==> config.mk <==
export PLATFORM = sky130hd
export DESIGN_NAME = face_position_tracker_top
export DESIGN_NICKNAME = d
export VERILOG_FILES = /design/src/rtl/fpt_pkg.sv /design/src/rtl/fpt_match.sv /design/src/rtl/fpt_engine.sv /design/src/rtl/face_position_tracker_top.sv
export SDC_FILE = /design/constraint.sdc
export NUM_CORES = 2
export LEC_CHECK = 0
export BUFFER_PORTS_ARGS = -buffer_cell sky130_fd_sc_hd__buf_2
export CAP_MARGIN = 0
export CORE_MARGIN = 2
export CORE_UTILIZATION = 55
export CTS_CLUSTER_DIAMETER = 40
export DETAILED_ROUTE_END_ITERATION = 7
export MAX_ROUTING_LAYER = met4
export PLACE_DENSITY_LB_ADDON = 0.05
export SLEW_MARGIN = 0
export SYNTH_ARGS = -nofsm -noshare
export SYNTH_HDL_FRONTEND = slang
export SYNTH_SLANG_ARGS = --single-unit
==> constraint.sdc <==
create_clock -name aclk -period 28.1 [get_ports aclk]
set_input_delay 8.43 -clock aclk [delete_from_list [all_inputs] [get_ports aclk]]
set_output_delay 8.43 -clock aclk [all_outputs]
set_load 0.05 [all_outputs]
==> src/rtl/fpt_pkg.sv <==
// Shared types, field widths, register indexes and helpers for the face
// position tracker. Has no dependencies; imported by every module of the block.
`default_nettype none

package fpt_pkg;

    // Field widths fixed by the stream format
    localparam int COORD_W   = 11;
    localparam int FRAME_W   = 32;
    localparam int ID_W      = 10;
    localparam int RADIUS_W  = 10;
    localparam int KEEP_W    = 16;
    localparam int REMOVED_W = 5;
    localparam int CFG_W     = 16;
    localparam int CFG_IDX_W = 1;

    // Stream word widths
    localparam int S_TDATA_W = 80;
    localparam int S_TUSER_W = 1;
    localparam int M_TDATA_W = 24;

    // Configuration register indexes
    localparam logic [CFG_IDX_W-1:0] CFG_TRACK_RADIUS = 1'b0;
    localparam logic [CFG_IDX_W-1:0] CFG_KEEP_FRAMES  = 1'b1;

    // Register reset values
    localparam logic [RADIUS_W-1:0] TRACK_RADIUS_RST = 10'd40;
    localparam logic [KEEP_W-1:0]   KEEP_FRAMES_RST  = 16'd10;

    // Sweep drop counter saturates here
    localparam logic [REMOVED_W-1:0] REMOVED_MAX = 5'h1F;

    // Action codes carried in tuser
    localparam logic ACT_DETECT = 1'b0;
    localparam logic ACT_SWEEP  = 1'b1;

    // One stored window
    typedef struct packed {
        logic [ID_W-1:0]           track_id;
        logic signed [COORD_W-1:0] pos_x;
        logic signed [COORD_W-1:0] pos_y;
        logic [FRAME_W-1:0]        last_frame;
    } fpt_entry_t;

    // Input word after center computation
    typedef struct packed {
        logic                      action;
        logic signed [COORD_W-1:0] pos_x;
        logic signed [COORD_W-1:0] pos_y;
        logic [FRAME_W-1:0]        frame_number;
    } fpt_item_t;

    // Result word
    typedef struct packed {
        logic [REMOVED_W-1:0] removed_count;
        logic                 table_full;
        logic                 matched;
        logic [ID_W-1:0]      track_id;
    } fpt_result_t;

    // Compare outcome for one stored entry
    typedef struct packed {
        logic near;
        logic alive;
    } fpt_eval_t;

    // Half the sum of two coordinates, truncated toward zero
    function automatic logic signed [COORD_W-1:0] fpt_center(
        input logic signed [COORD_W-1:0] a,
        input logic signed [COORD_W-1:0] b
    );
        logic signed [COORD_W:0] sum;
        sum = {a[COORD_W-1], a} + {b[COORD_W-1], b};
        // negative sums round up before the floor shift
        sum = sum + {{COORD_W{1'b0}}, sum[COORD_W]};
        return sum[COORD_W:1];
    endfunction

endpackage

`default_nettype wire

==> src/rtl/fpt_match.sv <==
// Distance and aging test of one stored window against the current word.
// Depends on fpt_pkg.
`default_nettype none

module fpt_match import fpt_pkg::*; (
    input  fpt_entry_t                 entry,
    input  logic signed [COORD_W-1:0]  cur_x,
    input  logic signed [COORD_W-1:0]  cur_y,
    input  logic [FRAME_W-1:0]         frame_number,
    input  logic [RADIUS_W-1:0]        track_radius,
    input  logic [KEEP_W-1:0]          keep_frames,
    output fpt_eval_t                  eval
);

    logic signed [COORD_W+1:0] dx;
    logic signed [COORD_W+1:0] dy;
    logic signed [COORD_W+1:0] rad;
    logic [FRAME_W:0]          limit;

    // differences fit in COORD_W+1 bits; one more bit for negation
    assign dx  = {{2{entry.pos_x[COORD_W-1]}}, entry.pos_x}
               - {{2{cur_x[COORD_W-1]}}, cur_x};
    assign dy  = {{2{entry.pos_y[COORD_W-1]}}, entry.pos_y}
               - {{2{cur_y[COORD_W-1]}}, cur_y};
    assign rad = {{(COORD_W+2-RADIUS_W){1'b0}}, track_radius};

    assign eval.near = (dx < rad) && (-dx < rad) && (dy < rad) && (-dy < rad);

    // aging sum carries into a spare bit, never wraps
    assign limit      = {1'b0, entry.last_frame}
                      + {{(FRAME_W+1-KEEP_W){1'b0}}, keep_frames};
    assign eval.alive = limit >= {1'b0, frame_number};

endmodule

`default_nettype wire

==> src/rtl/fpt_engine.sv <==
// Window table in a synchronous RAM plus the scan sequencer that matches,
// appends and compacts entries. Depends on fpt_pkg and fpt_match.
`default_nettype none

module fpt_engine import fpt_pkg::*; #(
    parameter int TABLE_ENTRIES = 16,
    parameter int ID_MODULUS    = 1000
) (
    input  logic                aclk,
    input  logic                aresetn,
    input  logic [RADIUS_W-1:0] track_radius,
    input  logic [KEEP_W-1:0]   keep_frames,
    input  logic                item_valid,
    output logic                item_ready,
    input  fpt_item_t           item,
    output logic                res_valid,
    input  logic                res_ready,
    output fpt_result_t         result
);

    localparam int IDX_W = (TABLE_ENTRIES > 1) ? $clog2(TABLE_ENTRIES) : 1;
    localparam int CNT_W = $clog2(TABLE_ENTRIES + 1);
    localparam logic [CNT_W-1:0] CNT_FULL = CNT_W'(TABLE_ENTRIES);
    localparam logic [ID_W-1:0]  ID_LAST  = ID_W'(ID_MODULUS - 1);

    typedef enum logic [2:0] {
        ST_IDLE = 3'b001,
        ST_SCAN = 3'b010,
        ST_DONE = 3'b100
    } state_t;

    state_t state_reg, state_next;
    fpt_item_t item_reg, item_next;
    logic [CNT_W-1:0] count_reg, count_next;
    logic [CNT_W-1:0] rd_idx_reg, rd_idx_next;
    logic rd_vld_reg, rd_vld_next;
    logic [IDX_W-1:0] eval_idx_reg, eval_idx_next;
    logic [CNT_W-1:0] wr_idx_reg, wr_idx_next;
    logic [REMOVED_W-1:0] removed_reg, removed_next;
    logic [ID_W-1:0] next_id_reg, next_id_next;
    fpt_result_t result_reg, result_next;

    // Table RAM, one read and one write port, registered read data
    fpt_entry_t mem [TABLE_ENTRIES];
    fpt_entry_t rd_data_reg;
    logic mem_we, mem_re;
    logic [IDX_W-1:0] mem_waddr, mem_raddr;
    fpt_entry_t mem_wdata;

    fpt_eval_t ev;
    logic scan_end;

    // Compare the entry just read with the current word
    fpt_match u_match (
        .entry        (rd_data_reg),
        .cur_x        (item_reg.pos_x),
        .cur_y        (item_reg.pos_y),
        .frame_number (item_reg.frame_number),
        .track_radius (track_radius),
        .keep_frames  (keep_frames),
        .eval         (ev)
    );

    // Writes always land at or below the slot under test, reads run ahead,
    // so a read and a write never hit the same entry in one cycle.
    always_ff @(posedge aclk) begin
        if (mem_we) begin
            mem[mem_waddr] <= mem_wdata;
        end
        if (mem_re) begin
            rd_data_reg <= mem[mem_raddr];
        end
    end

    assign scan_end = !rd_vld_reg && (rd_idx_reg == count_reg);

    // Sequencer
    always_comb begin
        state_next    = state_reg;
        item_next     = item_reg;
        count_next    = count_reg;
        rd_idx_next   = rd_idx_reg;
        rd_vld_next   = rd_vld_reg;
        eval_idx_next = eval_idx_reg;
        wr_idx_next   = wr_idx_reg;
        removed_next  = removed_reg;
        next_id_next  = next_id_reg;
        result_next   = result_reg;
        mem_we        = 1'b0;
        mem_waddr     = '0;
        mem_wdata     = rd_data_reg;
        mem_re        = 1'b0;
        mem_raddr     = rd_idx_reg[IDX_W-1:0];

        unique case (state_reg)
            ST_IDLE: begin
                if (item_valid) begin
                    item_next    = item;
                    rd_idx_next  = '0;
                    rd_vld_next  = 1'b0;
                    wr_idx_next  = '0;
                    removed_next = '0;
                    state_next   = ST_SCAN;
                end
            end
            ST_SCAN: begin
                // issue the next read while entries remain
                if (rd_idx_reg != count_reg) begin
                    mem_re        = 1'b1;
                    rd_idx_next   = rd_idx_reg + 1'b1;
                    rd_vld_next   = 1'b1;
                    eval_idx_next = rd_idx_reg[IDX_W-1:0];
                end else begin
                    rd_vld_next = 1'b0;
                end

                if (item_reg.action == ACT_SWEEP) begin
                    // keep survivors in order, drop aged entries
                    if (rd_vld_reg) begin
                        if (ev.alive) begin
                            if (wr_idx_reg[IDX_W-1:0] != eval_idx_reg) begin
                                mem_we    = 1'b1;
                                mem_waddr = wr_idx_reg[IDX_W-1:0];
                                mem_wdata = rd_data_reg;
                            end
                            wr_idx_next = wr_idx_reg + 1'b1;
                        end else if (removed_reg != REMOVED_MAX) begin
                            removed_next = removed_reg + 1'b1;
                        end
                    end
                    if (scan_end) begin
                        count_next                = wr_idx_reg;
                        result_next.track_id      = '0;
                        result_next.matched       = 1'b0;
                        result_next.table_full    = 1'b0;
                        result_next.removed_count = removed_reg;
                        state_next                = ST_DONE;
                    end
                end else begin
                    if (rd_vld_reg && ev.near && ev.alive) begin
                        // first match: refresh center and frame
                        mem_we                    = 1'b1;
                        mem_waddr                 = eval_idx_reg;
                        mem_wdata.track_id        = rd_data_reg.track_id;
                        mem_wdata.pos_x           = item_reg.pos_x;
                        mem_wdata.pos_y           = item_reg.pos_y;
                        mem_wdata.last_frame      = item_reg.frame_number;
                        result_next.track_id      = rd_data_reg.track_id;
                        result_next.matched       = 1'b1;
                        result_next.table_full    = 1'b0;
                        result_next.removed_count = '0;
                        state_next                = ST_DONE;
                    end else if (scan_end) begin
                        result_next.matched       = 1'b0;
                        result_next.removed_count = '0;
                        if (count_reg == CNT_FULL) begin
                            result_next.track_id   = '0;
                            result_next.table_full = 1'b1;
                        end else begin
                            // append a new window at the tail
                            mem_we                 = 1'b1;
                            mem_waddr              = count_reg[IDX_W-1:0];
                            mem_wdata.track_id     = next_id_reg;
                            mem_wdata.pos_x        = item_reg.pos_x;
                            mem_wdata.pos_y        = item_reg.pos_y;
                            mem_wdata.last_frame   = item_reg.frame_number;
                            count_next             = count_reg + 1'b1;
                            next_id_next           = (next_id_reg == ID_LAST) ? '0
                                                   : next_id_reg + 1'b1;
                            result_next.track_id   = next_id_reg;
                            result_next.table_full = 1'b0;
                        end
                        state_next = ST_DONE;
                    end
                end
            end
            ST_DONE: begin
                if (res_ready) begin
                    state_next = ST_IDLE;
                end
            end
            default: begin
                state_next = ST_IDLE;
            end
        endcase
    end

    // Control state
    always_ff @(posedge aclk) begin
        if (!aresetn) begin
            state_reg   <= ST_IDLE;
            count_reg   <= '0;
            next_id_reg <= '0;
            rd_vld_reg  <= 1'b0;
        end else begin
            state_reg   <= state_next;
            count_reg   <= count_next;
            next_id_reg <= next_id_next;
            rd_vld_reg  <= rd_vld_next;
        end
    end

    // Payload and scan pointers
    always_ff @(posedge aclk) begin
        item_reg     <= item_next;
        rd_idx_reg   <= rd_idx_next;
        eval_idx_reg <= eval_idx_next;
        wr_idx_reg   <= wr_idx_next;
        removed_reg  <= removed_next;
        result_reg   <= result_next;
    end

    assign item_ready = (state_reg == ST_IDLE);
    assign res_valid  = (state_reg == ST_DONE);
    assign result     = result_reg;

endmodule

`default_nettype wire

==> src/rtl/face_position_tracker_top.sv <==
// Top level of the face position tracker: stream ports, configuration
// registers, center computation and result register. Depends on fpt_pkg, fpt_engine.
`default_nettype none

// The tracker holds up to TABLE_ENTRIES face windows in one on-chip RAM,
// oldest first, with a fill count in place of per-entry valid bits, so no
// clearing pass follows reset. Each word (detection or sweep) walks the
// stored entries one per cycle through the single RAM read port; the result
// word is then held in the output register, and the next input word can be
// taken once the engine has handed that result over. A detection that
// matches early stops the walk there. One word is worked on at a time; a
// new word is taken while the previous result still waits on the output.
// Configuration writes must only be made while no word is in flight.
module face_position_tracker_top import fpt_pkg::*; #(
    parameter int TABLE_ENTRIES = 16,
    parameter int ID_MODULUS    = 1000
) (
    input  logic                 aclk,
    input  logic                 aresetn,
    // configuration write port
    input  logic                 cfg_wr_en,
    input  logic [CFG_IDX_W-1:0] cfg_index,
    input  logic [CFG_W-1:0]     cfg_wr_data,
    // input words
    input  logic                 s_tvalid,
    output logic                 s_tready,
    // box_left[10:0], box_top[21:11], box_right[32:22], box_bottom[43:33],
    // frame_number[75:44], zero fill[79:76]
    input  logic [S_TDATA_W-1:0] s_tdata,
    // action[0]
    input  logic [S_TUSER_W-1:0] s_tuser,
    // result words
    output logic                 m_tvalid,
    input  logic                 m_tready,
    // track_id[9:0], matched[10], table_full[11], removed_count[16:12],
    // zero fill[23:17]
    output logic [M_TDATA_W-1:0] m_tdata
);

    logic [RADIUS_W-1:0] track_radius_reg;
    logic [KEEP_W-1:0]   keep_frames_reg;
    fpt_item_t           item;
    logic                res_valid, res_ready;
    fpt_result_t         result;
    logic                m_tvalid_reg, m_tvalid_next;
    fpt_result_t         m_result_reg, m_result_next;

    // Configuration registers
    always_ff @(posedge aclk) begin
        if (!aresetn) begin
            track_radius_reg <= TRACK_RADIUS_RST;
            keep_frames_reg  <= KEEP_FRAMES_RST;
        end else if (cfg_wr_en) begin
            unique case (cfg_index)
                CFG_TRACK_RADIUS: track_radius_reg <= cfg_wr_data[RADIUS_W-1:0];
                CFG_KEEP_FRAMES:  keep_frames_reg  <= cfg_wr_data[KEEP_W-1:0];
                default: ;
            endcase
        end
    end

    // Unpack the input word and form box centers
    always_comb begin
        item.action       = s_tuser[0];
        item.pos_x        = fpt_center(s_tdata[10:0], s_tdata[32:22]);
        item.pos_y        = fpt_center(s_tdata[21:11], s_tdata[43:33]);
        item.frame_number = s_tdata[75:44];
    end

    fpt_engine #(
        .TABLE_ENTRIES (TABLE_ENTRIES),
        .ID_MODULUS    (ID_MODULUS)
    ) u_engine (
        .aclk         (aclk),
        .aresetn      (aresetn),
        .track_radius (track_radius_reg),
        .keep_frames  (keep_frames_reg),
        .item_valid   (s_tvalid),
        .item_ready   (s_tready),
        .item         (item),
        .res_valid    (res_valid),
        .res_ready    (res_ready),
        .result       (result)
    );

    // Output register
    assign res_ready = !m_tvalid_reg || m_tready;

    always_comb begin
        m_tvalid_next = m_tvalid_reg;
        m_result_next = m_result_reg;
        if (res_valid && res_ready) begin
            m_tvalid_next = 1'b1;
            m_result_next = result;
        end else if (m_tready) begin
            m_tvalid_next = 1'b0;
        end
    end

    always_ff @(posedge aclk) begin
        if (!aresetn) begin
            m_tvalid_reg <= 1'b0;
        end else begin
            m_tvalid_reg <= m_tvalid_next;
        end
    end

    always_ff @(posedge aclk) begin
        m_result_reg <= m_result_next;
    end

    assign m_tvalid = m_tvalid_reg;
    assign m_tdata  = {{(M_TDATA_W - ID_W - REMOVED_W - 2){1'b0}},
                       m_result_reg.removed_count, m_result_reg.table_full,
                       m_result_reg.matched, m_result_reg.track_id};

`ifndef NO_ASSERTIONS
    // a window is never both matched and refused
    a_match_excl_full: assert property (@(posedge aclk) disable iff (!aresetn)
        m_tvalid |-> !(m_result_reg.matched && m_result_reg.table_full))
        else $error("matched and table_full both set");

    // refused detections and sweeps carry id zero
    a_id_zero: assert property (@(posedge aclk) disable iff (!aresetn)
        (m_tvalid && (m_result_reg.table_full || m_result_reg.removed_count != '0))
        |-> (m_result_reg.track_id == '0))
        else $error("nonzero id on full or sweep result");

    // the engine is busy on the cycle after it takes a word
    a_busy_after_accept: assert property (@(posedge aclk) disable iff (!aresetn)
        (s_tvalid && s_tready) |=> !s_tready)
        else $error("input taken twice in a row");
`endif

endmodule

`default_nettype wire
==> run_results.csv <==
group,metric,value,unit
status,outcome,"complete, no violations",
global_routing,grt_max_degree,130,
clock_tree,clk_pin_slew,0.05,ns
die,core,0.0950,mm^2
setup_path,r2r_slack,19.19,ns
power_and_ir_drop,irDropWorstVdd,0.0797,mV
sta,timing.fmax,94.1,MHz
synthesis,synth_edf_count,1196,
power_and_ir_drop,pwr-share-clk,46.0,%
die,initial_utilization,55.5,%
sta,min_period_over_period,37.8,%
flow_run,maxCapViolCount,0,
final_layout,mostFrequentLayoutCell,"edfxtp_1",
global_routing,grt_usage,26.3,%
global_routing,grt_pass1_wl,181000,um
detailed_routing,ant_nets,0,
final_layout,final_cell_mix,"1196 x edfxtp_1, 320 x mux4_2, 158 x clkbuf_16",
setup_path,critical_path.max_stage_delay,0.28,ns
power_and_ir_drop,p_int,3.41,mW
sta,finalMaxSlewViolations,0,
sta,rsz0062_at_grt,"no",
clock_tree,cts_root_buffer,"clkbuf_16",
die,rows,113,
setup_path,path_cells,"buf_2, ha_1, a21o_1, a21oi_1, o21bai_1, a21oi_1, o21ai_0, nand4_1, a21oi_1, nor2b_1, ha_1, and3_1, nand3_1, nor2_1, nand2_1, xnor2_1",
detailed_routing,wl_per_cell,27.7,um
final_layout,finalNonFillerCells,4433,
sta,tightest_slew,1.17,ns
power_and_ir_drop,swShare,22.4,%
global_routing,grt_pass1_vias,28153,
hold_path,min_path_cells,0,
synthesis,yosysWarnings,0,
clock_tree,cts.sinks,1242,
setup_path,cp_data_arrival_time,11.11,ns
setup_path,reg2reg_to,"u_engine.mem[10][19]",
sta,max-slew-margin-rel,21.3,%
die,die_h,314,um
setup_path,cp-end-kind,"register",
setup_path,crit_top_cell,"a21oi_1",
sta,final.setup.worst_slack,17.47,ns
final_layout,final_area,0.0604,mm^2
detailed_routing,vias,27396,
detailed_routing,wl,123000,um
synthesis,synth_top_flop_cell,"edfxtp_1",
synthesis,synthCells,2816,
synthesis,synth-async-reset-ratio,0,%
clock_tree,cts_resized,0,
placement,postPlaceCellArea,0.0550,mm^2
sta,hold_slack,0.416,ns
placement,place.gp.congestion,0.881,
placement,dpl.hpwl,68500,um
die,dieWidth,314,um
global_routing,antenna_found_initial,1,
final_layout,drive_gt1_share,26.6,%
detailed_routing,vias_per_cell,6.18,
sta,final.setup_skew,0.0261,ns
power_and_ir_drop,power,4.40,mW
placement,dp_cells,4145,
detailed_routing,drc_errors,0,
synthesis,ys_types,87,
clock_tree,cts_buffers,155,
final_layout,largest_reg_flops,1024,
clock_tree,cts_max_path_buffers,3,
power_and_ir_drop,switchingPower,0.987,mW
sta,hold_violations,0,
synthesis,ys_ff_latch,1242,
setup_path,path_max_fanout,3,
detailed_routing,dr.pass1.iters,5,
clock_tree,clock_latency,0.76,ns
hold_path,hold_end,"m_tdata[8]",
die,pin_count,129,
setup_path,critPathLaunchType,"input pin",
clock_tree,cts_tree,"done",
sta,fin_crit,10.63,ns
setup_path,reg2reg_depth,23,
global_routing,grt_remaining_overflow,0,
final_layout,final_nets,3284,
power_and_ir_drop,pwr-share-seq,46.5,%
setup_path,worstSetupPathType,"input pin to register",
sta,finalSetupViolCount,0,
power_and_ir_drop,combPwrFrac,7.5,%
power_and_ir_drop,p_leak,20.3,nW
final_layout,final_util,63.5,%
die,dieArea,0.0984,mm^2
placement,portBuffers,117,
setup_path,worstReg2RegStart,"u_engine.rd_data_reg[1]",
synthesis,synth.avg_cell_area,18.7,um^2
final_layout,syn_to_final_growth,14.4,%
setup_path,slowest_stage,"ha_1",
synthesis,netlist_area,0.0528,mm^2
placement,dp_slack,16.73,ns
power_and_ir_drop,power.density,72.9,mW/mm^2
clock_tree,postCtsHoldBufs,0,
sta,finalSetupTns,0,ns
clock_tree,h-tree-depth,4,
hold_path,hp-class,"register to register",
setup_path,worstPathRequired,28.58,ns
final_layout,fill_cells,6626,
synthesis,yosysSeqAreaShare,69.8,%
clock_tree,postCtsSetupBuffers,0,
detailed_routing,drt_iter0_markers,2702,
hold_path,min_from,"u_engine.result[8]",
layout make-up:
cell class,count,area [um^2],share of cell area (%)
Sequential cell,1242,36800,61.0
Timing Repair Buffer,172,1040,1.72
Clock inverter,111,1300,2.15
Multi-Input combinational cell,1362,15100,25.1
Tap cell,1265,1580,2.62
Inverter,104,392,0.649
Clock buffer,176,4060,6.73
Antenna cell,1,2.50,0.00415
critical path: cells and delay by family:
family	cells	cell delay (ns)
xor gates and xnor gates	1	0.15
adders and majority gates	2	0.48
and+or+nand+nor	6	0.86
AOI/OAI and AO/OA	6	1.06
buffers and inverters	1	0.12
cells by family (layout without fill, tap and decap cells):
group	Yosys count	count (layout)	share of synthesized area, %
flip-flops	1242	1242	69.8
XOR/XNOR	113	113	1.88
multiplexers	372	372	15.1
AND/OR/NAND/NOR	435	435	4.08
other	1	8	0.00711
adder cells (fa/ha/maj)	144	144	3.49
AO/OA/AOI/OAI	291	291	3.94
buffers and inverters	218	563	1.70
worst max path at each step:
stage / from / end / slack, ns / depth (start not counted)
floorplan: s_tdata[0] / u_engine.item_reg[51] / 17.22 / 10
global placement: s_tdata[12] / u_engine.item_reg[39] / 16.85 / 16
finish: s_tdata[12] / u_engine.item_reg[39] / 17.47 / 16
CTS: s_tdata[12] / u_engine.item_reg[39] / 17.52 / 16
detailed placement: s_tdata[12] / u_engine.item_reg[39] / 16.73 / 16
global route: s_tdata[12] / u_engine.item_reg[39] / 17.31 / 16
cells in the mapped netlist (38+ instances only):
| library cell | n | area share, % |
|---|---|---|
| nor2_1 | 76 | 0.54 |
| xor2_1 | 47 | 0.78 |
| ha_1 | 139 | 3.3 |
| a21oi_1 | 61 | 0.58 |
| inv_1 | 104 | 0.74 |
| clkbuf_1 | 67 | 0.48 |
| mux4_2 | 320 | 14 |
| nand3_1 | 51 | 0.48 |
| nand2_1 | 147 | 1.0 |
| dfxtp_1 | 46 | 1.7 |
| mux2_4 | 49 | 1.4 |
| o21ai_0 | 38 | 0.36 |
| edfxtp_1 | 1196 | 68 |
| xnor2_1 | 66 | 1.1 |
layer usage:
metal  global-route usage [%]  vias to the layer above  routed length, um
li1                         -                    11880                  -
met1                     34.9                    14301              50200
met2                     41.4                      986              60600
met3                     4.66                      229               8410
met4                     9.16                        0               3770
met5                        -                        -                  0
power groups by stage:
stage               Clock (mW)  Combinational [mW]  Sequential (mW)
floorplan                    0               0.251             2.08
global placement             0               0.320             2.08
detailed placement           0               0.329             2.08
CTS                       2.06               0.331             2.04
global route              2.13               0.363             2.04
finish                    2.03               0.330             2.04
Note: power is estimated with default switching activity, not from simulation.
